### config.mk
export PLATFORM = sky130hd
export DESIGN_NAME = event_coalescing_timer_table_core
export DESIGN_NICKNAME = d
export VERILOG_FILES = /design/src/rtl/core/ectt_pkg.sv /design/src/rtl/core/ectt_front.sv /design/src/rtl/core/ectt_back.sv /design/src/rtl/core/event_coalescing_timer_table_core.sv
export VERILOG_INCLUDE_DIRS = /design/src /design/src/rtl/core
export SDC_FILE = /design/constraint.sdc
export NUM_CORES = 2
export LEC_CHECK = 0
export ABC_AREA = 1
export ABC_CLOCK_PERIOD_IN_PS = 20800
export BUFFER_PORTS_ARGS = -buffer_cell sky130_fd_sc_hd__buf_2
export CAP_MARGIN = 20
export CORE_MARGIN = 2
export CORE_UTILIZATION = 55
export DETAILED_ROUTE_END_ITERATION = 12
export PLACE_DENSITY = 0.71
export REMOVE_ABC_BUFFERS = 1
export SLEW_MARGIN = 20
export SYNTH_ARGS = -nofsm -noshare
export SYNTH_HDL_FRONTEND = slang
export SYNTH_SLANG_ARGS = --single-unit
### constraint.sdc
create_clock -name clk -period 20.8 [get_ports clk]
set_clock_uncertainty 0.2 [all_clocks]
set_input_delay 1.04 -clock clk [delete_from_list [all_inputs] [get_ports clk]]
set_output_delay 1.04 -clock clk [all_outputs]
set_load 0.01 [all_outputs]
### src/rtl/core/assert_macros.svh
// assertion macros shared by the core
`ifndef ASSERT_MACROS_SVH
`define ASSERT_MACROS_SVH

// property must hold on every clock edge outside reset
`define ASSERT_CLK(label, prop, msg) \
  label: assert property (@(posedge clk) disable iff (rst) (prop)) else $error(msg);

// property checked during reset as well
`define ASSERT_ALWAYS(label, prop, msg) \
  label: assert property (@(posedge clk) (prop)) else $error(msg);

`endif

### src/rtl/core/ectt_pkg.sv
// ----------------------------------------------------------------------------
// ectt_pkg
// Shared types and constants of the event coalescing timer table.
// ----------------------------------------------------------------------------
`default_nettype none
package ectt_pkg;

  localparam int unsigned ENTRIES = 16;
  localparam int unsigned IDX_W = (ENTRIES > 1) ? $clog2(ENTRIES) : 1;
  localparam int unsigned CNT_W = $clog2(ENTRIES + 1);
  localparam int unsigned QDEPTH = 2;

  localparam logic [31:0] RESET_REFRESH = 32'd60000;
  localparam logic [31:0] RESET_EXPIRY = 32'd5000;
  localparam logic [15:0] RESET_MIN_ACC = 16'd1;

  localparam logic [1:0] CFG_REFRESH = 2'd0;
  localparam logic [1:0] CFG_EXPIRY = 2'd1;
  localparam logic [1:0] CFG_MIN_ACC = 2'd2;

  localparam logic [1:0] RK_CHECK = 2'd0;
  localparam logic [1:0] RK_EMIT = 2'd1;
  localparam logic [1:0] RK_SWEEP_DONE = 2'd2;

  localparam logic OP_ACCESS = 1'b0;
  localparam logic OP_SWEEP = 1'b1;

  // one queued command from front to back
  typedef struct packed {
    logic        op;
    logic [3:0]  kind;
    logic [31:0] path;
    logic [63:0] modified;
    logic [31:0] now;
  } cmd_t;

  // one result beat
  typedef struct packed {
    logic [1:0]  rkind;
    logic        present;
    logic        full;
    logic [3:0]  kind;
    logic [31:0] path;
    logic [63:0] modified;
    logic        last;
  } res_t;

endpackage
`default_nettype wire

### src/rtl/core/ectt_front.sv
// ----------------------------------------------------------------------------
// ectt_front
// Accepts input beats and queues them for the back end.
// ----------------------------------------------------------------------------
`default_nettype none
`include "assert_macros.svh"
module ectt_front (
  input  wire logic             clk,
  input  wire logic             rst,
  input  wire logic             in_valid,
  output logic                  in_ready,
  input  wire ectt_pkg::cmd_t   in_cmd,
  output logic                  q_valid,
  input  wire logic             q_ready,
  output ectt_pkg::cmd_t        q_cmd
);

  localparam int unsigned PTR_W = $clog2(ectt_pkg::QDEPTH);

  ectt_pkg::cmd_t mem [ectt_pkg::QDEPTH];
  logic [PTR_W-1:0] wptr, rptr;
  logic [PTR_W:0] fill;
  logic push, pop;

  assign in_ready = (fill != PTR_W'(0) + (PTR_W+1)'(ectt_pkg::QDEPTH));
  assign push = in_valid && in_ready;
  assign q_valid = (fill != '0);
  assign pop = q_valid && q_ready;
  assign q_cmd = mem[rptr];

  always_ff @(posedge clk) begin
    if (push) begin
      mem[wptr] <= in_cmd;
    end
  end

  always_ff @(posedge clk) begin
    if (rst) begin
      wptr <= '0;
      rptr <= '0;
      fill <= '0;
    end else begin
      if (push) wptr <= wptr + 1'b1;
      if (pop) rptr <= rptr + 1'b1;
      fill <= fill + (PTR_W+1)'(push) - (PTR_W+1)'(pop);
    end
  end

  `ASSERT_CLK(a_fill_bound, fill <= (PTR_W+1)'(ectt_pkg::QDEPTH), "queue overfilled")
  `ASSERT_CLK(a_no_pop_empty, pop |-> fill != '0, "pop from empty queue")
  `ASSERT_CLK(a_fill_track, (push && !pop) |=> fill == $past(fill) + 1'b1, "fill count slip")

endmodule
`default_nettype wire

### src/rtl/core/ectt_back.sv
// ----------------------------------------------------------------------------
// ectt_back
// Scans the table one slot per cycle for an access or sweep; stalls on emits.
// ----------------------------------------------------------------------------
`default_nettype none
`include "assert_macros.svh"
module ectt_back (
  input  wire logic             clk,
  input  wire logic             rst,
  input  wire logic [31:0]      refresh_window,
  input  wire logic [31:0]      idle_expiry,
  input  wire logic [15:0]      min_accesses,
  input  wire logic             q_valid,
  output logic                  q_ready,
  input  wire ectt_pkg::cmd_t   q_cmd,
  output logic                  res_valid,
  input  wire logic             res_ready,
  output ectt_pkg::res_t        res
);

  typedef enum logic [3:0] {
    S_IDLE = 4'b0001,
    S_SCAN = 4'b0010,
    S_ACT  = 4'b0100,
    S_OUT  = 4'b1000
  } state_t;

  state_t state;
  ectt_pkg::cmd_t cur;
  logic [ectt_pkg::IDX_W-1:0] idx, hit_idx, free_idx;
  logic [ectt_pkg::CNT_W-1:0] step;
  logic hit_found, free_found, rd_ok;
  logic [ectt_pkg::ENTRIES-1:0] valid;

  // table memory, one record per slot
  logic [3:0]  m_kind  [ectt_pkg::ENTRIES];
  logic [31:0] m_path  [ectt_pkg::ENTRIES];
  logic [63:0] m_mod   [ectt_pkg::ENTRIES];
  logic [31:0] m_acc   [ectt_pkg::ENTRIES];
  logic [31:0] m_emit  [ectt_pkg::ENTRIES];
  logic [15:0] m_cnt   [ectt_pkg::ENTRIES];

  logic [3:0]  r_kind;
  logic [31:0] r_path, r_acc, r_emit;
  logic [63:0] r_mod;
  logic [15:0] r_cnt;
  logic        r_valid;
  logic [ectt_pkg::IDX_W-1:0] r_idx;

  logic [ectt_pkg::IDX_W-1:0] rd_addr;
  logic wr_en;
  logic [ectt_pkg::IDX_W-1:0] wr_addr;
  logic wr_ins, wr_emit;
  logic [31:0] wr_now;
  logic [15:0] wr_cnt;

  logic expired, emits, hit_here, stale;
  logic [15:0] cnt_inc;
  logic act_go;

  assign q_ready = (state == S_IDLE) && !res_valid;
  assign rd_addr = idx;
  assign act_go = (state == S_ACT) && rd_ok && (!res_valid || res_ready);

  always_ff @(posedge clk) begin
    r_kind <= m_kind[rd_addr];
    r_path <= m_path[rd_addr];
    r_mod  <= m_mod[rd_addr];
    r_acc  <= m_acc[rd_addr];
    r_emit <= m_emit[rd_addr];
    r_cnt  <= m_cnt[rd_addr];
    if (wr_en) begin
      m_acc[wr_addr] <= wr_now;
      m_cnt[wr_addr] <= wr_cnt;
      if (wr_emit) m_emit[wr_addr] <= wr_now;
      if (wr_ins) begin
        m_kind[wr_addr] <= cur.kind;
        m_path[wr_addr] <= cur.path;
        m_mod[wr_addr]  <= cur.modified;
      end
    end
  end

  assign hit_here = r_valid && r_kind == cur.kind && r_path == cur.path;
  assign expired = r_valid && ((cur.now - r_acc) > idle_expiry);
  assign emits = expired && r_cnt >= min_accesses && r_kind != '0 && r_path != '0;
  assign stale = (cur.now - r_emit) > refresh_window;
  assign cnt_inc = (r_cnt == 16'hFFFF) ? r_cnt : r_cnt + 16'd1;

  always_comb begin
    wr_en = 1'b0;
    wr_addr = hit_idx;
    wr_ins = 1'b0;
    wr_emit = 1'b0;
    wr_now = cur.now;
    wr_cnt = cnt_inc;
    if (act_go && cur.op == ectt_pkg::OP_ACCESS) begin
      if (hit_found) begin
        wr_en = 1'b1;
        wr_emit = stale;
        wr_cnt = stale ? 16'd0 : cnt_inc;
      end else if (free_found) begin
        wr_en = 1'b1;
        wr_addr = free_idx;
        wr_ins = 1'b1;
        wr_emit = 1'b1;
        wr_cnt = 16'd0;
      end
    end
  end

  always_ff @(posedge clk) begin
    if (rst) begin
      state <= S_IDLE;
      valid <= '0;
      res_valid <= 1'b0;
      idx <= '0;
      step <= '0;
      rd_ok <= 1'b0;
      hit_found <= 1'b0;
      free_found <= 1'b0;
    end else begin
      if (res_valid && res_ready) res_valid <= 1'b0;
      unique case (state)
        S_IDLE: begin
          if (q_valid && q_ready) begin
            cur <= q_cmd;
            idx <= '0;
            step <= '0;
            rd_ok <= 1'b0;
            hit_found <= 1'b0;
            free_found <= 1'b0;
            state <= S_SCAN;
          end
        end
        S_SCAN: begin
          // result of the previous read address is now in r_*
          rd_ok <= 1'b0;
          if (rd_ok) begin
            if (cur.op == ectt_pkg::OP_ACCESS) begin
              if (hit_here && !hit_found) begin
                hit_found <= 1'b1;
                hit_idx <= r_idx;
              end
              if (!r_valid && !free_found) begin
                free_found <= 1'b1;
                free_idx <= r_idx;
              end
            end else if (expired) begin
              valid[r_idx] <= 1'b0;
              if (emits) begin
                res <= '{rkind: ectt_pkg::RK_EMIT, present: 1'b0, full: 1'b0,
                         kind: r_kind, path: r_path, modified: r_mod, last: 1'b0};
                res_valid <= 1'b1;
                state <= S_OUT;
              end
            end
          end
          if (state == S_SCAN && !(rd_ok && cur.op == ectt_pkg::OP_SWEEP && emits)) begin
            if (step == ectt_pkg::CNT_W'(ectt_pkg::ENTRIES)) begin
              state <= S_ACT;
              // point the read port at the hit slot for the update
              if (cur.op == ectt_pkg::OP_ACCESS) begin
                if (rd_ok && hit_here && !hit_found) begin
                  idx <= r_idx;
                end else if (hit_found) begin
                  idx <= hit_idx;
                end
              end
            end else begin
              r_idx <= idx;
              r_valid <= valid[idx];
              rd_ok <= 1'b1;
              idx <= idx + 1'b1;
              step <= step + 1'b1;
            end
          end
        end
        S_OUT: begin
          if (!res_valid || res_ready) begin
            state <= S_SCAN;
            if (step == ectt_pkg::CNT_W'(ectt_pkg::ENTRIES)) begin
              state <= S_ACT;
            end else begin
              r_idx <= idx;
              r_valid <= valid[idx];
              rd_ok <= 1'b1;
              idx <= idx + 1'b1;
              step <= step + 1'b1;
            end
          end
        end
        S_ACT: begin
          // wait for the hit slot read to land in r_*
          if (!rd_ok) begin
            rd_ok <= 1'b1;
          end else if (act_go) begin
            if (cur.op == ectt_pkg::OP_ACCESS) begin
              if (!hit_found && free_found) valid[free_idx] <= 1'b1;
              res <= '{rkind: ectt_pkg::RK_CHECK,
                       present: hit_found && !stale,
                       full: !hit_found && !free_found,
                       kind: 4'd0, path: 32'd0, modified: 64'd0, last: 1'b1};
            end else begin
              res <= '{rkind: ectt_pkg::RK_SWEEP_DONE, present: 1'b0, full: 1'b0,
                       kind: 4'd0, path: 32'd0, modified: 64'd0, last: 1'b1};
            end
            res_valid <= 1'b1;
            state <= S_IDLE;
          end
        end
        default: state <= S_IDLE;
      endcase
    end
  end

  `ASSERT_CLK(a_onehot, $onehot(state), "state not one-hot")
  `ASSERT_CLK(a_no_take_busy, (q_valid && q_ready) |-> !res_valid, "command taken with result pending")
  `ASSERT_CLK(a_full_excl, (res_valid && res.full) |-> !res.present, "full and present together")

endmodule
`default_nettype wire

### src/rtl/core/event_coalescing_timer_table_core.sv
// Access: from input accept to result valid the path is queue hand-off, a scan of
// 16 slots through the single table read port, a hit read and an update.
// Sweep: same path plus a wait on each emitted event until it is taken; the back
// holds one item at a time and takes no new one until its result has been taken.
// A two-entry queue lets the next items be taken while the scan runs.
// Synchronous reset clears all slots' valid bits and loads register defaults.
// ----------------------------------------------------------------------------
// event_coalescing_timer_table_core
// Top level: configuration registers, input queue and table scan engine.
// ----------------------------------------------------------------------------
`default_nettype none
module event_coalescing_timer_table_core (
  input  wire logic        clk,
  input  wire logic        rst,
  input  wire logic        cfg_valid,
  output logic             cfg_ready,
  input  wire logic [1:0]  cfg_index,
  input  wire logic [31:0] cfg_data,
  input  wire logic        in_valid,
  output logic             in_ready,
  input  wire logic        opcode,
  input  wire logic [3:0]  event_kind,
  input  wire logic [31:0] path_key,
  input  wire logic [63:0] modified_at,
  input  wire logic [31:0] now_tick,
  output logic             out_valid,
  input  wire logic        out_ready,
  output logic [1:0]       result_kind,
  output logic             present_refreshed,
  output logic             table_full,
  output logic [3:0]       out_kind,
  output logic [31:0]      out_path,
  output logic [63:0]      out_modified,
  output logic             last_of_run
);

  logic [31:0] refresh_window, idle_expiry;
  logic [15:0] min_accesses;
  ectt_pkg::cmd_t in_cmd, q_cmd;
  ectt_pkg::res_t res;
  logic q_valid, q_ready;

  assign cfg_ready = 1'b1;

  always_ff @(posedge clk) begin
    if (rst) begin
      refresh_window <= ectt_pkg::RESET_REFRESH;
      idle_expiry <= ectt_pkg::RESET_EXPIRY;
      min_accesses <= ectt_pkg::RESET_MIN_ACC;
    end else if (cfg_valid) begin
      unique case (cfg_index)
        ectt_pkg::CFG_REFRESH: refresh_window <= cfg_data;
        ectt_pkg::CFG_EXPIRY:  idle_expiry <= cfg_data;
        ectt_pkg::CFG_MIN_ACC: min_accesses <= cfg_data[15:0];
        default: ;
      endcase
    end
  end

  assign in_cmd = '{op: opcode, kind: event_kind, path: path_key,
                    modified: modified_at, now: now_tick};

  ectt_front u_front (
    .clk, .rst, .in_valid, .in_ready, .in_cmd,
    .q_valid, .q_ready, .q_cmd
  );

  ectt_back u_back (
    .clk, .rst, .refresh_window, .idle_expiry, .min_accesses,
    .q_valid, .q_ready, .q_cmd,
    .res_valid(out_valid), .res_ready(out_ready), .res
  );

  assign result_kind = res.rkind;
  assign present_refreshed = res.present;
  assign table_full = res.full;
  assign out_kind = res.kind;
  assign out_path = res.path;
  assign out_modified = res.modified;
  assign last_of_run = res.last;

endmodule
`default_nettype wire
==> results_dict.tcl <==
set metrics [dict create \
    setup.worst_path.end_class "flop" \
    fill_cells 18800 \
    cp_data_arrival_time_ps 8760 \
    gp_congestion 0.900 \
    clock_sinks 3694 \
    grt_pass1_vias 89800 \
    final_antenna_net_count 0 \
    cts_buffer_depth 4 \
    synth_area_leader_cell "edfxtp_1" \
    cpMostUsedCell "nand2_1" \
    r2r-start "u_back.wr_now[0]$_DFFE_PP_" \
    whs_ps 60.2 \
    port_buffers 278 \
    syn_avg_cell_area_um2 13.1 \
    path_class "reg -> reg" \
    r2r_slack_ps 12390 \
    cts_tree "built" \
    drive_gt1_share_pct 9.74 \
    endpoint "u_back.m_emit[14][21]$_DFFE_PP_" \
    ir_worst_vdd_v 0.0000985 \
    finalCritPeriodShare_pct 40.4 \
    synth_seq_cells 3694 \
    timing_max_transition_violations_final 0 \
    root_buffer "clkbuf_16" \
    slew_headroom_pct 19.6 \
    synth-xor-area-share_pct 0.499 \
    numCtsBuffers 369 \
    fp.dieW_um 516 \
    synth_area_um2 144000 \
    busiest_layer "met2" \
    grt_usage_pct 28.9 \
    overflow 0 \
    final_hold_viol_count 0 \
    drt_iter0_drc 13500 \
    yosysUniqueCellTypes 58 \
    critPathLaunch "u_back.wr_now[0]$_DFFE_PP_" \
    slowest_delay_ps 1010 \
    cp_num_cells 25 \
    r2r_end "u_back.m_emit[14][21]$_DFFE_PP_" \
    vias 93900 \
    synth_simple_gate_area_share_pct 8.06 \
    dr.pass1.iters 7 \
    synth_top_area_share_pct 70.8 \
    crit_fanout 33 \
    synthAdderAreaFrac_pct 1.31 \
    synth_commonest_cells "edfxtp_1, nor2_1, o21ai_0" \
    fmax_ghz 0.119 \
    synth_top_family_by_area "compound AO/OA/AOI/OAI gates" \
    synth_compound_area_share_pct 12.1 \
    hold_path.class "in -> reg" \
    ys_top_cells_by_area "edfxtp_1, o21ai_0, nor2_1" \
    ctsResizeCount 0 \
    use_met2_pct 46.0 \
    io_pins 280 \
    antenna_found_initial 10 \
    power.density_nw_per_um2 129 \
    design_area_um2 161000 \
    wl_per_cell_um 26.4 \
    synthArstFlopShare_pct 0 \
    yosysSeqAreaShare_pct 75.0 \
    power_uw 20800 \
    fin_tns_setup_ps 0 \
    place_hpwl_um 205000 \
    critPathTopFamily "simple AND/OR/NAND/NOR gates" \
    synth_ff_type "edfxtp_1" \
    tightest_slew_ps 1210 \
    row_count 187 \
    path_clk_slew_ps 60 \
    layout.nets 11500 \
    area_delta_synth_final_pct 12.1 \
    cap_violations 0 \
    post-route-min-period_ps 8410 \
    dieHeight_um 516 \
    drc_errors 0 \
    final_core_util_pct 62.1 \
    yosys_warnings 0 \
    critPathSlowestCell "edfxtp_1" \
    clock_latency_ps 960 \
    status "completed" \
    htree_levels 5 \
    setup_violations 0 \
    place_area_um2 149000 \
    reg2reg_depth 25 \
    holdBufCountCts 0 \
    met3_usage_pct 4.92 \
    rsz0062_at_grt "false" \
    p_leak_uw 0.0549 \
    required_ps 21150 \
    viasPerCell 6.28 \
    dieArea_um2 266000 \
    grt_pass1_wl_um 574000 \
    synth_edf_count 3397 \
    cts_setup_buffers 0 \
    routed_wl_um 395000 \
    yosysMostFrequentCell "edfxtp_1" \
    grt_max_degree 231 \
    design.core.area_um2 260000 \
    use_met1_pct 40.2 \
    start_util_pct 55.4 \
    worst-path-buf-inv 5 \
    start_kind "flop" \
    syn_inst 11000 \
    synthMuxAreaShare_pct 0.132 \
]
final cells by class:
class | count | area, um^2 | area share (%)
Sequential cell | 3694 | 108000 | 66.9
Multi-Input combinational cell | 6214 | 32200 | 20.0
Clock buffer | 501 | 10400 | 6.42
Tap cell | 3496 | 4370 | 2.71
Timing Repair Buffer | 454 | 3020 | 1.87
Clock inverter | 179 | 1860 | 1.15
Inverter | 423 | 1630 | 1.01
Antenna cell | 3 | 7.51 | 0.00465
metal layers:
metal,routed length (um),part of all wire [%]
met3,42500,11
met4,15000,3.8
met5,47,0.012
met1,153000,39
met2,184000,47
power breakdown:
part | total (uW) | switching, uW | internal, uW
Clock | 6680 | 2800 | 3880
Combinational | 4760 | 3380 | 1380
Sequential | 9340 | 419 | 8920
how the worst min path moves through the flow:
stage	start	endpoint	slack, ps	cells past startpoint
2_1_floorplan	min_accesses[0]$_SDFFE_PP1P_	min_accesses[0]$_SDFFE_PP1P_	240	2
3_3_place_gp	idle_expiry[4]$_SDFFE_PP0P_	idle_expiry[4]$_SDFFE_PP0P_	250	2
3_5_place_dp	idle_expiry[4]$_SDFFE_PP0P_	idle_expiry[4]$_SDFFE_PP0P_	260	2
4_1_cts	now_tick[11]	u_front.mem[0][11]$_DFFE_PP_	20	1
5_1_grt	now_tick[21]	u_front.mem[1][21]$_DFFE_PP_	40	1
6_report	now_tick[11]	u_front.mem[0][11]$_DFFE_PP_	60	1
cells by family (layout without fill, tap and decap cells):
family | count (synthesis) | after routing
compound gates | 2997 | 2997
fa+ha+maj | 150 | 150
other cells | 1 | 4
mux | 19 | 19
flops | 3694 | 3694
simple gates | 2965 | 2965
buf+inv | 1109 | 1557
xor+xnor | 82 | 82
registers in the layout, indices dropped and copies added, names as in the netlist, 64 cells and up:
register and count:
u_back.r_mod 64, u_back.m_mod 1024, u_back.m_path 512, u_back.m_kind 64, u_back.res 105, u_back.m_cnt 256, u_back.m_emit 512, u_back.cur 101
u_back.m_acc 512, u_front.mem 266
layout by cell type (no fill, tap or decap), drive strengths merged, types with 14 or more instances in the layout:
| cell type | instances |
|---|---|
| inv | 435 |
| nand3 | 137 |
| dfxtp | 297 |
| o211ai | 161 |
| a21boi | 16 |
| xnor2 | 29 |
| o22ai | 443 |
| a21oi | 237 |
| ha | 148 |
| bufinv | 30 |
| xor2 | 53 |
| clkinv | 124 |
| nor4 | 14 |
| nor2 | 1832 |
| edfxtp | 3397 |
| clkbuf | 502 |
| nand2 | 890 |
| buf | 453 |
| nand4 | 47 |
| mux2i | 19 |
| o21ai | 1761 |
| nor3 | 32 |
| o221ai | 325 |
per-stage QoR:
stage,worst slack [ps],cells
finish,12390,15000
global route,11920,15000
CTS,12660,15000
detailed placement,12690,14300
global placement,12700,14300
floorplan,-103230,10300
Power figures use the tool's default switching activity.
